**src/hw/rtl/csrmb_pkg.sv**
```systemverilog
// Shared types and constants of the CSR matrix build and lookup block.
`timescale 1ns / 1ps
`default_nettype none

package csrmb_pkg;

	localparam int ACTION_W  = 2;
	localparam int ROW_W     = 10;
	localparam int COL_W     = 10;
	localparam int VALUE_W   = 64;
	localparam int SLOT_W    = 12;
	localparam int COUNT_W   = 13;
	localparam int CFG_W     = 11;
	localparam int IN_DATA_W = 112;

	typedef enum logic [ACTION_W-1:0] {
		ACT_INSERT   = 2'd0,
		ACT_FINALIZE = 2'd1,
		ACT_LOOKUP   = 2'd2,
		ACT_CLEAR    = 2'd3
	} act_t;

	typedef enum logic [3:0] {
		ST_INIT,
		ST_IDLE,
		ST_DECODE,
		ST_INS_RD,
		ST_INS_WR,
		ST_FIN_RD,
		ST_FIN_WR,
		ST_LK_RD0,
		ST_LK_RD1,
		ST_LK_END,
		ST_SCAN_RD,
		ST_SCAN_CMP,
		ST_CLR,
		ST_DONE
	} state_t;

	typedef struct packed {
		logic take;
		logic ins_rd;
		logic ins_wr;
		logic fin_init;
		logic fin_rd;
		logic fin_wr;
		logic lk_rd0;
		logic lk_rd1;
		logic lk_end;
		logic scan_rd;
		logic scan_next;
		logic hit;
		logic clr_init;
		logic clr_step;
		logic set_err;
		logic push;
	} cmd_t;

	typedef struct packed {
		act_t action;
		logic ins_bad;
		logic fin_bad;
		logic lk_bad;
		logic fin_last;
		logic clr_last;
		logic scan_empty;
		logic col_match;
		logic out_free;
	} stat_t;

endpackage

`default_nettype wire

```
**src/hw/rtl/csrmb_ctrl.sv**
```systemverilog
// Controller state machine of the CSR matrix block.
`timescale 1ns / 1ps
`default_nettype none

module csrmb_ctrl (
	input  wire logic           clk,
	input  wire logic           arst_n,
	input  wire logic           in_valid,
	input  wire csrmb_pkg::stat_t stat,
	output logic                in_ready,
	output csrmb_pkg::cmd_t     cmd
);

	import csrmb_pkg::*;

	state_t state_q;
	state_t state_d;

	always_ff @(posedge clk or negedge arst_n) begin
		if (!arst_n) begin
			state_q <= ST_INIT;
		end else begin
			state_q <= state_d;
		end
	end

	always_comb begin
		state_d = state_q;
		unique case (state_q)
			ST_INIT: begin
				if (stat.clr_last) state_d = ST_IDLE;
			end
			ST_IDLE: begin
				if (in_valid) state_d = ST_DECODE;
			end
			ST_DECODE: begin
				unique case (stat.action)
					ACT_INSERT:   state_d = stat.ins_bad ? ST_DONE : ST_INS_RD;
					ACT_FINALIZE: state_d = stat.fin_bad ? ST_DONE : ST_FIN_RD;
					ACT_LOOKUP:   state_d = stat.lk_bad ? ST_DONE : ST_LK_RD0;
					ACT_CLEAR:    state_d = ST_CLR;
				endcase
			end
			ST_INS_RD:   state_d = ST_INS_WR;
			ST_INS_WR:   state_d = ST_DONE;
			ST_FIN_RD:   state_d = ST_FIN_WR;
			ST_FIN_WR:   state_d = stat.fin_last ? ST_DONE : ST_FIN_RD;
			ST_LK_RD0:   state_d = ST_LK_RD1;
			ST_LK_RD1:   state_d = ST_LK_END;
			ST_LK_END:   state_d = ST_SCAN_RD;
			ST_SCAN_RD:  state_d = stat.scan_empty ? ST_DONE : ST_SCAN_CMP;
			ST_SCAN_CMP: state_d = stat.col_match ? ST_DONE : ST_SCAN_RD;
			ST_CLR: begin
				if (stat.clr_last) state_d = ST_DONE;
			end
			ST_DONE: begin
				if (stat.out_free) state_d = ST_IDLE;
			end
			default:     state_d = ST_INIT;
		endcase
	end

	always_comb begin
		cmd      = '0;
		in_ready = 1'b0;
		unique case (state_q)
			ST_INIT:   cmd.clr_step = 1'b1;
			ST_IDLE: begin
				in_ready = 1'b1;
				cmd.take = in_valid;
			end
			ST_DECODE: begin
				unique case (stat.action)
					ACT_INSERT:   cmd.set_err = stat.ins_bad;
					ACT_FINALIZE: begin
						cmd.set_err  = stat.fin_bad;
						cmd.fin_init = !stat.fin_bad;
					end
					ACT_LOOKUP:   cmd.set_err = stat.lk_bad;
					ACT_CLEAR:    cmd.clr_init = 1'b1;
				endcase
			end
			ST_INS_RD: cmd.ins_rd = 1'b1;
			ST_INS_WR: cmd.ins_wr = 1'b1;
			ST_FIN_RD: cmd.fin_rd = 1'b1;
			ST_FIN_WR: cmd.fin_wr = 1'b1;
			ST_LK_RD0: cmd.lk_rd0 = 1'b1;
			ST_LK_RD1: cmd.lk_rd1 = 1'b1;
			ST_LK_END: cmd.lk_end = 1'b1;
			ST_SCAN_RD: cmd.scan_rd = !stat.scan_empty;
			ST_SCAN_CMP: begin
				cmd.hit       = stat.col_match;
				cmd.scan_next = !stat.col_match;
			end
			ST_CLR:    cmd.clr_step = 1'b1;
			ST_DONE:   cmd.push = stat.out_free;
			default:   cmd = '0;
		endcase
	end

endmodule

`default_nettype wire

```
**config.mk**
```make
export PLATFORM = sky130hd
export DESIGN_NAME = csrmb_ctrl
export DESIGN_NICKNAME = d
export VERILOG_FILES = /design/src/hw/rtl/csrmb_pkg.sv /design/src/hw/rtl/csrmb_ctrl.sv
export SDC_FILE = /design/constraint.sdc
export NUM_CORES = 1
export LEC_CHECK = 0
export ABC_CLOCK_PERIOD_IN_PS = 3300
export BUFFER_PORTS_ARGS = -buffer_cell sky130_fd_sc_hd__buf_2
export CORE_AREA = 2 2 50 57
export DETAILED_ROUTE_END_ITERATION = 6
export DIE_AREA = 0 0 52 59
export PLACE_DENSITY = 0.55
export SETUP_SLACK_MARGIN = 0.02
export SYNTH_ARGS = -nofsm -noshare
export SYNTH_HDL_FRONTEND = slang
export SYNTH_SLANG_ARGS = --single-unit
export TNS_END_PERCENT = 5
```
**constraint.sdc**
```tcl
create_clock -name clk -period 3.3 [get_ports clk]
set_input_delay 0.66 -clock clk [delete_from_list [all_inputs] [get_ports clk]]
set_output_delay 0.66 -clock clk [all_outputs]
set_load 0.01 [all_outputs]
```
==> metrics <==
Ant. Diodes 0; grt ovf 0; asr flop ratio synth 1.00; Biggest register state_q; cell depth of the worst flop-to-flop path 3; synth unique cells 36; flop2flop setup slack 1830 ps; RSZ-0062 raised after global routing no; setup TNS 0 ps; Worst-Margin Slew between 400 and 500 ps; DRC violations left 0; Net Count, Synth 97; biggest area consumer among synthesized cells dfrtp_1; RR Startpoint state_q[0]; layout cell share with drive strength beyond 1 0.330; Final Non-Filler Cells 140; Iter 0 DRT Violations 12; Total GRT Usage 0.106; Via density 4.85; CTS Buf Count 3; commonest non-fill, non-tap cell in the layout buf_2; DPL Wire Length 1210 µm; PD cells 751 nW/µm²; biggest regs state_q (4); Post-CTS Setup Bufs 0; Area Overhead vs Synth 29.2%; CTS H-Tree Depth 1; initial antenna violation count 0; family with the most delay on the worst path simple AND/OR/NAND/NOR gates; I/O Pins 30; Final Net Count 124; GP Congestion 0.837; Slowest-stage cell, CP dfrtp_1; pin count of the biggest net entering global routing 18; fin crit share 0.707; Placed Cells approximately 140; status finished, final reports clean; final clock skew 2.26 ps; CP Launch Type register; Routed WL 1520 µm; fmax 429 MHz; # hold bufs at CTS 0; Yosys top cell area share 0.180; die area 3070 µm²; Peak VDD IR roughly 0.23 mV; Syn Inst Count 84; Core ar. ~2400 µm²; Hold Path Class in2async; Starting Density 0.227; clock buffer depth 2; Sequential Area 100 µm²; die height 59 µm; Routed Antenna Nets 0; Leakage roughly 0.00035 µW; most frequent cells in the layout 29 x buf_2, 12 x nor2_1, 10 x nor3_1; later-pin clock latency in the skew report 230 ps; Sequential Power Share 0.291; fin area 719 µm²; clock power share 0.108; vias in the first global route slightly above 600; Critical Path Max Stage Delay 500 ps; CTS tree yes; synth warn 0; clk sink count 4; WL per Instance 10.8 µm; chip width around 52 µm; sequential share of the synthesized area 0.180; first-pass GRT wire length 2530 µm; num rows 19; Synth area leaders dfrtp_1 18%, nor3_1 9.0%, nor2_1 8.1%, nand2b_1 6.7%, nand2_1 4.7%; max reg flops 4; Post-synth EDFFs 0; CP Data Arrival Time 1670 ps; CP Class reg2out; Psw 282 µW; DP Area 697 µm²; fill cell count 274; port buffer count 29; Max Slew Vio Count 0; Pre-antenna DRT Iters 4; clock slew at reported path FFs 40 ps; RR Endpoint state_q[2]; PostCTS Resize Cnt 0; critical-path cell list or2_0 -> nor2_2 -> nand2_1 -> nor3_1 -> buf_2; switching portion of total power 0.521; Yosys reg bits 4; root buf cell clkbuf_4; WP buf/inv 1; CP Capture Type output port; final setup fails 0; Internal 259 µW; minimum clock period 2330 ps; combinational power share 0.601; Vias 679; Slew headroom 0.684; Multi-input gate area 405 µm²; post-synthesis cell area about 560 µm²; main flop type after synthesis dfrtp_1; Hold Vio Cnt, Final 0; Mapped Avg Cell Area 6.63 µm²; Max Cap Viol 0; Worst Path Required 2640 ps; worst-path fanout max 15
[power by group through the flow]
stage                     clock network [µW]  registers, µW  logic, µW
after floorplan                            0            100        306
after global placement                     0            156        328
after detailed placement                   0            157        328
after CTS                               61.8            157        330
after global routing                    61.3            170        372
final                                   58.4            157        325
[cell usage after synthesis (all sizes together) (2+ instances only)]
cell type   n
a211oi      2
a21oi       2
o21ai       8
a31oi       2
nor2       13
nor3       10
dfrtp       4
and2b       2
nand2b      6
nand3       2
and3        2
buf         6
nand2       7
inv         2
[area by class of cell]
class | count | share of cell area
multi-input combinational | 71 | 0.563
timing repair buffer | 29 | 0.202
sequential | 4 | 0.139
tap | 31 | 0.0539
clock buffer | 3 | 0.0313
inverter | 2 | 0.0104
[per-layer routing]
layer | vias up | global-route usage | share of wire
li1 | 352 | - | -
met1 | 303 | 0.141 | 0.46
met2 | 22 | 0.170 | 0.46
met3 | 2 | 0.0152 | 0.072
met4 | 0 | 0.0489 | 0.0026
met5 | - | 0 | 0
[cells by family after synthesis]
family | Yosys count | synth area share
muxes | 1 | 0.0180
and+or+nand+nor | 49 | 0.461
AOI/OAI and AO/OA | 21 | 0.249
buffers and inverters | 9 | 0.0921
DFF | 4 | 0.180
[worst max-delay path by stage]
stage | cells after the start | start | endpoint
global route | 5 | state_q[1] | cmd[12]
detailed placement | 6 | stat[8] | cmd[1]
floorplan | 5 | stat[8] | cmd[1]
finish | 5 | state_q[2] | cmd[12]
CTS | 5 | state_q[2] | cmd[12]
global placement | 6 | stat[8] | cmd[1]
[metrics by stage]
stage | utilization | total power (µW) | setup WS [ps] | hold WS [ps]
2_1_floorplan | - | 406 | 1330 | 364
3_3_place_gp | 0.285 | 484 | 1200 | 468
3_5_place_dp | 0.285 | 486 | 1190 | 471
4_1_cts | 0.294 | 549 | 936 | 223
5_1_grt | 0.294 | 603 | 779 | 230
6_report | 0.294 | 541 | 968 | 228
(Power assumes the default switching activity.)
